--- src/design/tga_rle_pkg.sv ---
// Shared types, constants and helpers for the TGA run-length pixel decoder.
// Used by tga_rle_front, tga_rle_queue, tga_rle_back and tga_rle_pixel_decoder.
`default_nettype none

package tga_rle_pkg;

    localparam int BYTE_W   = 8;
    localparam int PIXEL_W  = 32;
    localparam int COUNT_W  = 8;
    localparam int BPP_W    = 3;
    localparam int IMAGE_W  = 32;
    localparam int GATHER_W = 24;
    localparam int OUT_W    = PIXEL_W + COUNT_W;

    // Header byte layout: run flag on top, pixel count minus one below.
    localparam int RUN_FLAG_BIT = 7;
    localparam logic [BYTE_W-1:0] COUNT_MASK = 8'h7f;

    // Configuration register indexes.
    typedef enum logic [0:0] {
        REG_BYTES_PER_PIXEL = 1'b0,
        REG_IMAGE_PIXELS    = 1'b1
    } reg_index_t;

    localparam logic [BPP_W-1:0]   BPP_RESET   = 3'd4;
    localparam logic [IMAGE_W-1:0] IMAGE_RESET = 32'd65536;

    // One decoded result as it travels from the front to the output side.
    typedef struct packed {
        logic [PIXEL_W-1:0] pixel_value;
        logic [COUNT_W-1:0] repeat_count;
        logic               image_done;
    } result_t;

    // Pixel size in bytes minus one; zero acts as one, five to seven as four.
    function automatic logic [1:0] size_m1(input logic [BPP_W-1:0] bpp);
        logic [1:0] r;
        if (bpp == 3'd0)
            r = 2'd0;
        else if (bpp > 3'd4)
            r = 2'd3;
        else
            r = 2'(bpp - 3'd1);
        return r;
    endfunction

endpackage

`default_nettype wire

--- src/design/tga_rle_pixel_decoder.sv ---
// Top level of the TGA run-length pixel decoder.
// Instantiates tga_rle_front, tga_rle_queue and tga_rle_back; uses tga_rle_pkg.
`default_nettype none

// The decoder takes one byte of run-length coded TGA pixel data per clock
// and gives one word per decoded pixel of a raw packet, or one word per run
// packet carrying the pixel and its repeat count. Header bytes and the
// leading bytes of a pixel give no word. The result of the byte that completes
// a word is written into the two-entry queue when that byte is taken, and
// moves from there into the output register, which offers it as the word.
// The byte parser, the queue and the output register each pass one item per
// clock, so bytes flow at one per clock as long as the output is taken. A
// stalled output fills the queue and then holds off input; once a word leaves
// the full queue, input is taken again from the following clock.
// The last word of an image has tlast set, after which the next byte is read
// as the first packet header of a new image. Configuration is to be written
// by the user only while the block is idle; the block itself does not enforce
// this. bytes_per_pixel outside one to four is treated as the nearest valid size.

module tga_rle_pixel_decoder (
    input  wire logic                                  clk,
    input  wire logic                                  rst_n,
    // Configuration write port.
    input  wire logic                                  cfg_we,
    input  wire logic [0:0]                            cfg_index,
    input  wire logic [tga_rle_pkg::IMAGE_W-1:0]       cfg_wdata,
    // Input stream.
    input  wire logic                                  s_axis_tvalid,
    output logic                                       s_axis_tready,
    input  wire logic [tga_rle_pkg::BYTE_W-1:0]        s_axis_tdata,  // [7:0] stream_byte
    // Output stream.
    output logic                                       m_axis_tvalid,
    input  wire logic                                  m_axis_tready,
    output logic [tga_rle_pkg::OUT_W-1:0]              m_axis_tdata,  // [31:0] pixel_value,
                                                                      // [39:32] repeat_count
    output logic                                       m_axis_tlast   // image_done
);

    logic [tga_rle_pkg::BPP_W-1:0]   bpp_reg;
    logic [tga_rle_pkg::IMAGE_W-1:0] image_pixels_reg;

    logic                  byte_take;
    logic                  push;
    tga_rle_pkg::result_t  push_data;
    logic                  q_full;
    logic                  q_not_empty;
    logic                  q_pop;
    tga_rle_pkg::result_t  q_data;

    // Configuration registers.
    always_ff @(posedge clk or negedge rst_n)
    begin
        if (!rst_n)
        begin
            bpp_reg          <= tga_rle_pkg::BPP_RESET;
            image_pixels_reg <= tga_rle_pkg::IMAGE_RESET;
        end
        else if (cfg_we)
        begin
            unique case (tga_rle_pkg::reg_index_t'(cfg_index))
                tga_rle_pkg::REG_BYTES_PER_PIXEL:
                    bpp_reg <= cfg_wdata[tga_rle_pkg::BPP_W-1:0];
                tga_rle_pkg::REG_IMAGE_PIXELS:
                    image_pixels_reg <= cfg_wdata;
                default:
                    bpp_reg <= bpp_reg;
            endcase
        end
    end

    // Input is taken whenever the queue has room for a possible result.
    assign s_axis_tready = !q_full;
    assign byte_take     = s_axis_tvalid && s_axis_tready;

    tga_rle_front u_front (
        .clk             (clk),
        .rst_n           (rst_n),
        .byte_valid      (byte_take),
        .byte_data       (s_axis_tdata),
        .bytes_per_pixel (bpp_reg),
        .image_pixels    (image_pixels_reg),
        .push_data       (push_data),
        .push            (push)
    );

    tga_rle_queue u_queue (
        .clk       (clk),
        .rst_n     (rst_n),
        .push      (push),
        .push_data (push_data),
        .full      (q_full),
        .pop       (q_pop),
        .not_empty (q_not_empty),
        .pop_data  (q_data)
    );

    tga_rle_back u_back (
        .clk           (clk),
        .rst_n         (rst_n),
        .q_not_empty   (q_not_empty),
        .q_data        (q_data),
        .q_pop         (q_pop),
        .m_axis_tvalid (m_axis_tvalid),
        .m_axis_tready (m_axis_tready),
        .m_axis_tdata  (m_axis_tdata),
        .m_axis_tlast  (m_axis_tlast)
    );

endmodule

`default_nettype wire

--- src/design/tga_rle_front.sv ---
// Front part of the decoder: parses packet headers, gathers pixel bytes and
// counts pixels against the image size. Depends on tga_rle_pkg.
`default_nettype none

module tga_rle_front (
    input  wire logic                         clk,
    input  wire logic                         rst_n,
    input  wire logic                         byte_valid,
    input  wire logic [tga_rle_pkg::BYTE_W-1:0] byte_data,
    input  wire logic [tga_rle_pkg::BPP_W-1:0]  bytes_per_pixel,
    input  wire logic [tga_rle_pkg::IMAGE_W-1:0] image_pixels,
    output tga_rle_pkg::result_t              push_data,
    output logic                              push
);

    logic                                  expect_header_reg, expect_header_next;
    logic                                  is_run_reg, is_run_next;
    logic [tga_rle_pkg::COUNT_W-1:0]       left_reg, left_next;
    logic [1:0]                            byte_pos_reg, byte_pos_next;
    logic [tga_rle_pkg::GATHER_W-1:0]      gather_reg, gather_next;
    logic [tga_rle_pkg::IMAGE_W-1:0]       emitted_reg, emitted_next;

    logic [1:0]                            pos_last;
    logic [tga_rle_pkg::IMAGE_W-1:0]       remaining;
    logic [tga_rle_pkg::COUNT_W-1:0]       count;
    logic                                  done;
    logic [tga_rle_pkg::PIXEL_W-1:0]       pixel;

    assign pos_last = tga_rle_pkg::size_m1(bytes_per_pixel);

    // Pixels left in the image; a count already at or past the size leaves one.
    assign remaining = (image_pixels > emitted_reg) ? (image_pixels - emitted_reg)
                                                    : tga_rle_pkg::IMAGE_W'(1);

    // Completed pixel: bytes gathered so far plus the current byte in its lane.
    assign pixel = {8'd0, gather_reg}
                 | (tga_rle_pkg::PIXEL_W'(byte_data) << {byte_pos_reg, 3'b000});

    // Repeat count, clipped to the image end for a run packet.
    always_comb
    begin
        if (is_run_reg)
            count = (tga_rle_pkg::IMAGE_W'(left_reg) < remaining) ? left_reg
                                                                  : remaining[7:0];
        else
            count = tga_rle_pkg::COUNT_W'(1);
        if (count == '0)
            count = tga_rle_pkg::COUNT_W'(1);
    end

    assign done = (tga_rle_pkg::IMAGE_W'(count) >= remaining);

    // Next state for each accepted byte.
    always_comb
    begin
        expect_header_next = expect_header_reg;
        is_run_next        = is_run_reg;
        left_next          = left_reg;
        byte_pos_next      = byte_pos_reg;
        gather_next        = gather_reg;
        emitted_next       = emitted_reg;
        push               = 1'b0;
        push_data.pixel_value  = pixel;
        push_data.repeat_count = count;
        push_data.image_done   = done;
        if (byte_valid)
        begin
            if (expect_header_reg)
            begin
                is_run_next        = byte_data[tga_rle_pkg::RUN_FLAG_BIT];
                left_next          = (byte_data & tga_rle_pkg::COUNT_MASK) + 8'd1;
                byte_pos_next      = 2'd0;
                gather_next        = '0;
                expect_header_next = 1'b0;
            end
            else if (byte_pos_reg < pos_last)
            begin
                gather_next[{byte_pos_reg, 3'b000} +: 8] = byte_data;
                byte_pos_next = byte_pos_reg + 2'd1;
            end
            else
            begin
                push          = 1'b1;
                gather_next   = '0;
                byte_pos_next = 2'd0;
                if (is_run_reg)
                    left_next = '0;
                else
                    left_next = (left_reg != '0) ? left_reg - 8'd1 : '0;
                if (done)
                begin
                    emitted_next       = '0;
                    is_run_next        = 1'b0;
                    left_next          = '0;
                    expect_header_next = 1'b1;
                end
                else
                begin
                    emitted_next       = emitted_reg + tga_rle_pkg::IMAGE_W'(count);
                    expect_header_next = (left_next == '0);
                end
            end
        end
    end

    // State registers.
    always_ff @(posedge clk or negedge rst_n)
    begin
        if (!rst_n)
        begin
            expect_header_reg <= 1'b1;
            is_run_reg        <= 1'b0;
            left_reg          <= '0;
            byte_pos_reg      <= '0;
            gather_reg        <= '0;
            emitted_reg       <= '0;
        end
        else
        begin
            expect_header_reg <= expect_header_next;
            is_run_reg        <= is_run_next;
            left_reg          <= left_next;
            byte_pos_reg      <= byte_pos_next;
            gather_reg        <= gather_next;
            emitted_reg       <= emitted_next;
        end
    end

    // A finished image always returns the parser to header expectation.
    a_done_to_header: assert property (@(posedge clk) disable iff (!rst_n)
        (push && push_data.image_done) |=> (expect_header_reg && emitted_reg == '0))
        else $error("image end did not restart parsing");

    // A pixel byte is only taken while a packet still has pixels left.
    a_left_nonzero: assert property (@(posedge clk) disable iff (!rst_n)
        !expect_header_reg |-> (left_reg != '0))
        else $error("pixel byte outside a packet");

endmodule

`default_nettype wire

--- src/design/tga_rle_queue.sv ---
// Two-entry queue that decouples the byte parser from the output stage.
// Depends on tga_rle_pkg for the result record.
`default_nettype none

module tga_rle_queue (
    input  wire logic                 clk,
    input  wire logic                 rst_n,
    input  wire logic                 push,
    input  tga_rle_pkg::result_t      push_data,
    output logic                      full,
    input  wire logic                 pop,
    output logic                      not_empty,
    output tga_rle_pkg::result_t      pop_data
);

    tga_rle_pkg::result_t entry_reg [2];
    logic       wr_ptr_reg, wr_ptr_next;
    logic       rd_ptr_reg, rd_ptr_next;
    logic [1:0] fill_reg, fill_next;

    assign full      = (fill_reg == 2'd2);
    assign not_empty = (fill_reg != 2'd0);
    assign pop_data  = entry_reg[rd_ptr_reg];

    // Pointer and fill bookkeeping.
    always_comb
    begin
        wr_ptr_next = wr_ptr_reg ^ push;
        rd_ptr_next = rd_ptr_reg ^ pop;
        fill_next   = fill_reg + 2'(push) - 2'(pop);
    end

    always_ff @(posedge clk or negedge rst_n)
    begin
        if (!rst_n)
        begin
            wr_ptr_reg <= 1'b0;
            rd_ptr_reg <= 1'b0;
            fill_reg   <= 2'd0;
        end
        else
        begin
            wr_ptr_reg <= wr_ptr_next;
            rd_ptr_reg <= rd_ptr_next;
            fill_reg   <= fill_next;
        end
    end

    // Entry storage carries payload only.
    always_ff @(posedge clk)
    begin
        if (push)
            entry_reg[wr_ptr_reg] <= push_data;
    end

    a_no_overflow: assert property (@(posedge clk) disable iff (!rst_n)
        push |-> !full)
        else $error("queue written while full");

    a_no_underflow: assert property (@(posedge clk) disable iff (!rst_n)
        pop |-> not_empty)
        else $error("queue read while empty");

endmodule

`default_nettype wire

--- src/design/tga_rle_back.sv ---
// Output stage: moves queued results into a registered stream word.
// Depends on tga_rle_pkg for the result record.
`default_nettype none

module tga_rle_back (
    input  wire logic                              clk,
    input  wire logic                              rst_n,
    input  wire logic                              q_not_empty,
    input  tga_rle_pkg::result_t                   q_data,
    output logic                                   q_pop,
    output logic                                   m_axis_tvalid,
    input  wire logic                              m_axis_tready,
    output logic [tga_rle_pkg::OUT_W-1:0]          m_axis_tdata,
    output logic                                   m_axis_tlast
);

    logic                      valid_reg;
    tga_rle_pkg::result_t      word_reg;

    // Load a new word when the register is empty or being drained.
    assign q_pop = q_not_empty && (!valid_reg || m_axis_tready);

    always_ff @(posedge clk or negedge rst_n)
    begin
        if (!rst_n)
            valid_reg <= 1'b0;
        else if (!valid_reg || m_axis_tready)
            valid_reg <= q_not_empty;
    end

    always_ff @(posedge clk)
    begin
        if (q_pop)
            word_reg <= q_data;
    end

    assign m_axis_tvalid = valid_reg;
    assign m_axis_tdata  = {word_reg.repeat_count, word_reg.pixel_value};
    assign m_axis_tlast  = word_reg.image_done;

    a_count_nonzero: assert property (@(posedge clk) disable iff (!rst_n)
        valid_reg |-> (word_reg.repeat_count != '0))
        else $error("result with zero repeat count");

endmodule

`default_nettype wire
--- config.mk ---
export PLATFORM = sky130hd
export DESIGN_NAME = tga_rle_pixel_decoder
export DESIGN_NICKNAME = d
export VERILOG_FILES = /design/src/design/tga_rle_pkg.sv /design/src/design/tga_rle_pixel_decoder.sv /design/src/design/tga_rle_front.sv /design/src/design/tga_rle_queue.sv /design/src/design/tga_rle_back.sv
export SDC_FILE = /design/constraint.sdc
export NUM_CORES = 1
export LEC_CHECK = 0
export BUFFER_PORTS_ARGS = -buffer_cell sky130_fd_sc_hd__buf_2
export CORE_ASPECT_RATIO = 1.2
export CORE_MARGIN = 2
export CORE_UTILIZATION = 45
export CTS_CLUSTER_DIAMETER = 120
export DETAILED_ROUTE_END_ITERATION = 12
export HOLD_SLACK_MARGIN = 0.03
export PLACE_DENSITY = 0.7
export SLEW_MARGIN = 5
export SYNTH_ARGS = -nofsm -noshare
export SYNTH_HDL_FRONTEND = slang
export SYNTH_HIERARCHICAL = 1
export SYNTH_SLANG_ARGS = --single-unit
--- constraint.sdc ---
create_clock -name clk -period 5.7 [get_ports clk]
set_clock_uncertainty 0.1 [all_clocks]
set_input_delay 0.57 -clock clk [delete_from_list [all_inputs] [get_ports clk]]
set_output_delay 0.57 -clock clk [all_outputs]
set_load 0.02 [all_outputs]
==> out/qor.txt, run 1 <==
layout cells sized above 1 -> 43.8%
switch share -> 37.8%
Crit-path slowest cell -> dfrtp_1
Post-synth EDFFs -> 123
Placeable Area -> 27900 um2
Pre-antenna DRT Iters -> 5
CTS Root Cell -> clkbuf_16
Hold Violations, Final -> 0
hpwl dp -> 23400 um
DRT iter0 DRCs -> 602
Final Non-Filler Cells -> 1826
Netlist cell types -> 87
failing checks -> negative setup slack
Setup TNS -> -8.56 ns
# DRC -> 0
Synth Warn # -> 6
die height -> 188 um
final instance area -> 17200 um2
Placed Area -> 15000 um2
Post-DRT Antenna Nets -> 0
final slew viol count -> 0
Hold Path Class -> in2async
htree depth -> 1
Pint -> 0.00558 W
Seq/Total Area, Yosys -> 50.1%
cell mode on critical path -> nor2_1
largest net degree at the start of global routing -> 56
largest stage delay on the critical path -> 0.45 ns
max FFs per register -> 82
synthesized area -> 12800 um2
met1 GRT Util -> 26.1%
Bufs on Longest Clock Path -> 3
CTS tree -> built
Clock Latency Late Sink -> 0.52 ns
vias in the first global route -> 10.2k
mux cell area share after synthesis -> 8.33%
maximum vdd drop -> 261 uV
met3 Track Usage GR -> 2.76%
Mapped Cells -> 1112
Tot GR Track Use -> 22.1%
Most Used Layer, Global Route -> met2
Seq pwr share -> 28.4%
Setup CP Type -> reg2reg
FF-to-FF Start -> image_pixels_reg[2]
Post-Syn Nets -> 1228
PD cells -> 522 nW/um2
via count -> 9864
ys async rst share -> 46.8%
Logic pwr share -> 54.1%
WL/cell -> 18.3 um
Final WS setup -> -0.410 ns
status -> complete, but fails checks
Simple-Gate Fraction of Synth Area -> 12.0%
die span in x -> 158 um
RSZ-0062 raised after global routing -> true
xor and xnor area share after synthesis -> 3.41%
Net Switching -> 0.00339 W
RD Place Congestion -> 0.950
f_max -> 164 MHz
CP max FO -> 4
final setup violation count -> 39
row cnt -> 67
largest family of logic cells by synthesized area -> compound AO/OA/AOI/OAI gates
die area -> 29700 um2
Layout Nets -> 1545
Overflow after GRT -> 0
vias per cell -> 5.40
leakage power -> 7.51 nW
CTS Buf Count -> 24
number of I/O pins -> 89
max_cap viols -> 0
Final period util -> 107%
first-pass GRT wire length -> 51900 um
final WL -> 33400 um
antenna violations before repair -> 0
Starting Density -> 45.7%
Reg clk slew, reported paths -> 0.06 ns
Critical Path RT -> 6.01 ns
Compound-Gate Fraction of Synth Area -> 14.7%
Least-Margin Pin Slew -> 1.15 ns
CP arrival -> 6.42 ns
Sink Count -> 231
Buffers on Ports -> 88
slew margin rel. -> 22.4%
Worst setup SP type -> register
Worst setup EP type -> register
worst slack, placed -> -0.512 ns
minimum clock period -> 6.11 ns
dpl cells -> 1732
# diodes -> 0
Synth Flop Type -> edfxtp_1
syn avg cell area -> 11.5 um2
number of synthesized register bits -> 231
area share of fa/ha/maj cells after synthesis -> 7.06%
Clk pwr share -> 17.4%
layout overhead on the synthesized area -> 34.6%
CP startpoint -> image_pixels_reg[2]
met2 usage -> 39.8%
-- path summary, 6_finish.rpt --
check	endpoint	slack, ns	depth (start not counted)
min in group clk	image_pixels_reg[31]	0.18	2
worst min register to register	u_back/m_axis_tvalid	0.40	2
worst max register to register	u_front/emitted_reg[30]	-0.41	31
worst max-delay path	u_front/emitted_reg[30]	-0.41	31
max in group asynchronous	u_front/byte_pos_reg[1]	4.25	2
worst min-delay path	image_pixels_reg[6]	0.02	1
-- layout by cell type, fill, tap and decap left out, drive strengths merged, types with 7 or more instances in the layout --
master	Yosys	final
nor2b	10	10
clkinv	1	7
a21oi	55	55
xor2	13	13
and2	9	9
and3	19	19
nand4	15	15
o21a	12	13
nor4	13	13
clkbuf	23	34
buf	26	337
nor2	80	80
or3	8	8
xnor2	34	34
a21o	36	36
mux2	77	77
inv	65	67
nand2b	15	15
ha	68	68
dfrtp	105	105
edfxtp	123	123
o21ai	40	40
o31ai	9	9
nor3	23	23
or2	9	9
nand2	69	70
a22o	24	24
o21bai	7	7
o22ai	12	12
nand3	21	21
-- critical path, delay by kind of cell, from the launching register on --
family                   cells  cell delay (ns)
multiplexers                 1             0.32
flip-flops                   1             0.45
XOR/XNOR                     1             0.15
AO/OA/AOI/OAI               13             2.59
buffers and inverters        1             0.15
AND/OR/NAND/NOR             11             1.21
adder cells (fa/ha/maj)      4             1.02
-- power groups by stage --
stage               Combinational, W  Clock (W)  Sequential, W
floorplan                    0.00246          0        0.00265
CTS                          0.00450    0.00161        0.00254
global route                 0.00526    0.00167        0.00259
finish                       0.00486    0.00157        0.00255
detailed placement           0.00403          0        0.00255
global placement             0.00398          0        0.00254
-- cells by family after synthesis --
group	Yosys count
muxes	82
AOI/OAI and AO/OA	260
DFF	231
buffers and inverters	115
xor gates and xnor gates	48
and+or+nand+nor	305
adders and majority gates	71
-- synth_stat cells (all sizes together) (15+ instances only) --
| cell type | n | area [um2] |
|---|---|---|
| nor2 | 80 | 300 |
| mux2 | 77 | 1010 |
| a21oi | 55 | 298 |
| a21o | 36 | 270 |
| nand4 | 15 | 93.8 |
| xnor2 | 34 | 298 |
| nor3 | 23 | 120 |
| clkbuf | 23 | 86.3 |
| o21ai | 40 | 200 |
| nand2b | 15 | 93.8 |
| edfxtp | 123 | 3690 |
| nand3 | 21 | 105 |
| buf | 26 | 223 |
| inv | 65 | 244 |
| ha | 68 | 851 |
| and3 | 19 | 119 |
| dfrtp | 105 | 2630 |
| nand2 | 69 | 262 |
| a22o | 24 | 210 |
-- cell type report --
class,count,area (um2)
clock inverters,10,96.3
clock buffers,34,708
well taps,379,474
fillers,2204,10700
multi-input cells,769,6820
inverters,66,248
repair buffers,337,2430
flip-flops and latches,231,6400
-- what timing repair did --
action,4_1_cts,5_1_grt
hold buffers,0,0
setup buffers,22,26
hold endpoints to repair,0,0
setup endpoints to repair,44,44
gates cloned,6,1
gates resized for setup,87,110
pin swaps,39,91
-- metrics by stage --
stage | hold slack, ns | total power, W | util, %
after floorplan | 0.174 | 0.00510 | -
after global placement | 0.380 | 0.00652 | 53.7
after detailed placement | 0.391 | 0.00658 | 53.7
after CTS | 0.0364 | 0.00865 | 59.0
after global routing | 0.0781 | 0.00953 | 61.5
final | 0.0169 | 0.00897 | 61.5
-- routing by layer --
layer | vias up | wire length (um) | part of all wire [%]
met5 | - | 0 | 0
met4 | 0 | 1410 | 4.2
met3 | 80 | 1300 | 3.9
met2 | 252 | 17300 | 52
met1 | 4778 | 13300 | 40
li1 | 4754 | - | -
Note: power is estimated with default switching activity, not from simulation.
==> inputs of run 2 (changes only) <==
--- a/config.mk
+++ b/config.mk
@@ -8,13 +8,12 @@
 export BUFFER_PORTS_ARGS = -buffer_cell sky130_fd_sc_hd__buf_2
 export CORE_ASPECT_RATIO = 1.2
 export CORE_MARGIN = 2
-export CORE_UTILIZATION = 45
+export CORE_UTILIZATION = 25
 export CTS_CLUSTER_DIAMETER = 120
 export DETAILED_ROUTE_END_ITERATION = 12
 export HOLD_SLACK_MARGIN = 0.03
-export PLACE_DENSITY = 0.7
+export PLACE_DENSITY = 0.46
 export SLEW_MARGIN = 5
 export SYNTH_ARGS = -nofsm -noshare
 export SYNTH_HDL_FRONTEND = slang
-export SYNTH_HIERARCHICAL = 1
 export SYNTH_SLANG_ARGS = --single-unit
==> run 2 against run 1 <==
Compared with the run above: the flow still finishes with violations (negative setup slack); power is 13% lower; critical path type unchanged; die area is 74% higher; critical path depth is 1 higher; count of clock-buffer cells in the layout is 2 lower; utilization is 28 points lower; global-route usage is 9.4 points lower; combinational power is 26% lower; cell area is 4.7% lower; largest power group unchanged; register-to-register slack better by 0.23 ns; wire length is 0.49% higher; first-iteration DRC count is 43% lower.
==> out/qor.txt, run 2 <==
final WL -> 33500 um
# diodes -> 0
ys async rst share -> 46.8%
die span in x -> 208 um
xor and xnor area share after synthesis -> 3.31%
post-synth top area cell -> edfxtp_1
Synth Warn # -> 0
synthesized area -> 12400 um2
number of synthesized register bits -> 231
WL/cell -> 16.7 um
die height -> 248 um
max_cap viols -> 0
f_max -> 170 MHz
Hold-fix buffers, CTS -> 0
worst hold margin -> 0.0216 ns
final setup violation count -> 32
maximum vdd drop -> 239 uV
Critical Path RT -> 6.05 ns
Final period util -> 103%
Post-Syn Nets -> 1209
Netlist cell types -> 85
R2R cell count -> 32
minimum clock period -> 5.88 ns
Pre-antenna DRT Iters -> 5
# DRC -> 0
number of I/O pins -> 89
area share of fa/ha/maj cells after synthesis -> 7.24%
Crit-path slowest cell -> dfrtp_1
Layout Nets -> 1464
Compound-Gate Fraction of Synth Area -> 14.9%
vias per cell -> 4.70
Reg clk slew, reported paths -> 0.06 ns
Worst setup SP type -> register
RD Place Congestion -> 0.825
Starting Density -> 25.3%
most common cell after layout, fill and taps aside -> buf_4
slew margin rel. -> 24.2%
Clock Latency Late Sink -> 0.56 ns
Synth Flop Type -> edfxtp_1
Final Non-Filler Cells -> 2006
CTS Root Cell -> clkbuf_16
Post-synth EDFFs -> 123
Tot GR Track Use -> 12.7%
antenna violations before repair -> 0
Fill cells -> 5009
row cnt -> 89
dpl cells -> 1930
Setup CP Type -> reg2reg
DRT iter0 DRCs -> 341
Seq. cell area -> 6400 um2
Util after Layout -> 33.2%
count leader, synth -> edfxtp_1
syn avg cell area -> 11.4 um2
first-pass GRT wire length -> 53300 um
mux cell area share after synthesis -> 7.34%
status -> complete, but fails checks
Least-Margin Pin Slew -> 1.14 ns
die area -> 51600 um2
commonest non-fill, non-tap cells in the layout -> 180 x buf_4, 123 x edfxtp_1, 104 x dfrtp_1
Placeable Area -> 49200 um2
Mapped Cells -> 1093
Seq/Total Area, Yosys -> 51.4%
Post-DRT Antenna Nets -> 0
critical path depth -> 32
CTS Buf Count -> 27
largest family of logic cells by synthesized area -> compound AO/OA/AOI/OAI gates
max FFs per register -> 82
Hold Path Class -> in2async
htree depth -> 1
share of the synthesized area in the top cell type -> 29.7%
CP max FO -> 8
Worst Path Buf+Inv -> 4
via count -> 9423
Hold Violations, Final -> 0
Final WS setup -> -0.182 ns
final slew viol count -> 0
CP startpoint -> u_front.emitted_reg[19]
largest stage delay on the critical path -> 0.37 ns
CTS tree -> built
failing checks -> negative setup slack
Sink Count -> 231
CP arrival -> 6.24 ns
Bufs on Longest Clock Path -> 3
hpwl dp -> 24000 um
Buffers on Ports -> 88
Commonest cells post-synth -> 123 x edfxtp_1, 105 x dfrtp_1, 77 x nand2_1
Simple-Gate Fraction of Synth Area -> 12.1%
vias in the first global route -> 9701
Overflow after GRT -> 0
top post-synthesis cells by area -> edfxtp_1 30%, dfrtp_1 21%, ha_1 6.8%
PD cells -> 477 nW/um2
multi-input logic area -> 6130 um2
layout cells sized above 1 -> 36.5%
RSZ-0062 raised after global routing -> true
layout overhead on the synthesized area -> 31.5%
Worst setup EP type -> register
FF-to-FF Start -> u_front.emitted_reg[19]
CP top delay family -> compound AO/OA/AOI/OAI gates
largest net degree at the start of global routing -> 64
leakage power -> 6.95 nW
## run 2: cell count changes after synthesis, moves of 8 or more
cell | before | now
mux2_4 | 39 | 0
mux2_2 | 38 | 73
nor2_1 | 80 | 61
a21o_1 | 36 | 49
inv_1 | 65 | 56
nand2_1 | 68 | 77
o21ai_0 | 36 | 28
## run 2: final timing paths
check | to | slack (ns)
setup / recovery | u_front.emitted_reg[17] | -0.18
hold / removal | image_pixels_reg[27] | 0.02
setup reg to reg | u_front.emitted_reg[17] | -0.18
hold reg to reg | u_front.gather_reg[22] | 0.40
max in group asynchronous | u_front.emitted_reg[1] | 4.28
min in group clk | u_back.m_axis_tvalid | 0.10
## run 2: stage by stage
stage / instance area [um2] / setup slack, ns / power (W) / setup TNS (ns)
after CTS: 15900 / -0.171 / 0.00777 / -3.06
after floorplan: 12600 / -0.148 / 0.00473 / -0.394
after detailed placement: 14900 / -0.263 / 0.00596 / -5.16
final: 16400 / -0.182 / 0.00781 / -3.96
after global placement: 14900 / -0.189 / 0.00593 / -3.49
after global routing: 16400 / -0.474 / 0.00838 / -14.85
## run 2: kinds of logic (layout without fill, tap and decap cells)
family,after synthesis,after routing
adders and majority gates,71,71
muxes,82,82
DFF,231,231
and+or+nand+nor,292,293
AOI/OAI and AO/OA,259,259
xor gates and xnor gates,47,47
buffers and inverters,111,386
## run 2: routing by layer
metal | GRT usage (%) | part of all wire (%) | vias to the layer above
li1 | - | - | 4599
met1 | 15.6 | 42 | 4562
met2 | 22.8 | 50 | 199
met3 | 2.00 | 4.6 | 63
met4 | 4.13 | 3.1 | 0
met5 | 0 | 0 | -
## run 2: repair_timing
item,4_1_cts,5_1_grt
gates cloned,1,2
pin swaps,9,34
resized for setup,23,63
setup endpoints to repair,32,44
buffers inserted,9,16
## run 2: where the power goes
group / internal, W / switching (W)
Combinational: 0.00163 / 0.00195
Clock: 0.000959 / 0.000722
Sequential: 0.00231 / 0.000238
Total: 0.00490 / 0.00291
## run 2: area by class of cell
| type | count | share of cell area [%] |
|---|---|---|
| Sequential cell | 231 | 39.1 |
| Multi-Input combinational cell | 752 | 37.4 |
| Timing Repair Buffer | 278 | 12.0 |
| Tap cell | 637 | 4.87 |
| Clock buffer | 32 | 4.43 |
| Inverter | 58 | 1.33 |
| Clock inverter | 18 | 0.856 |
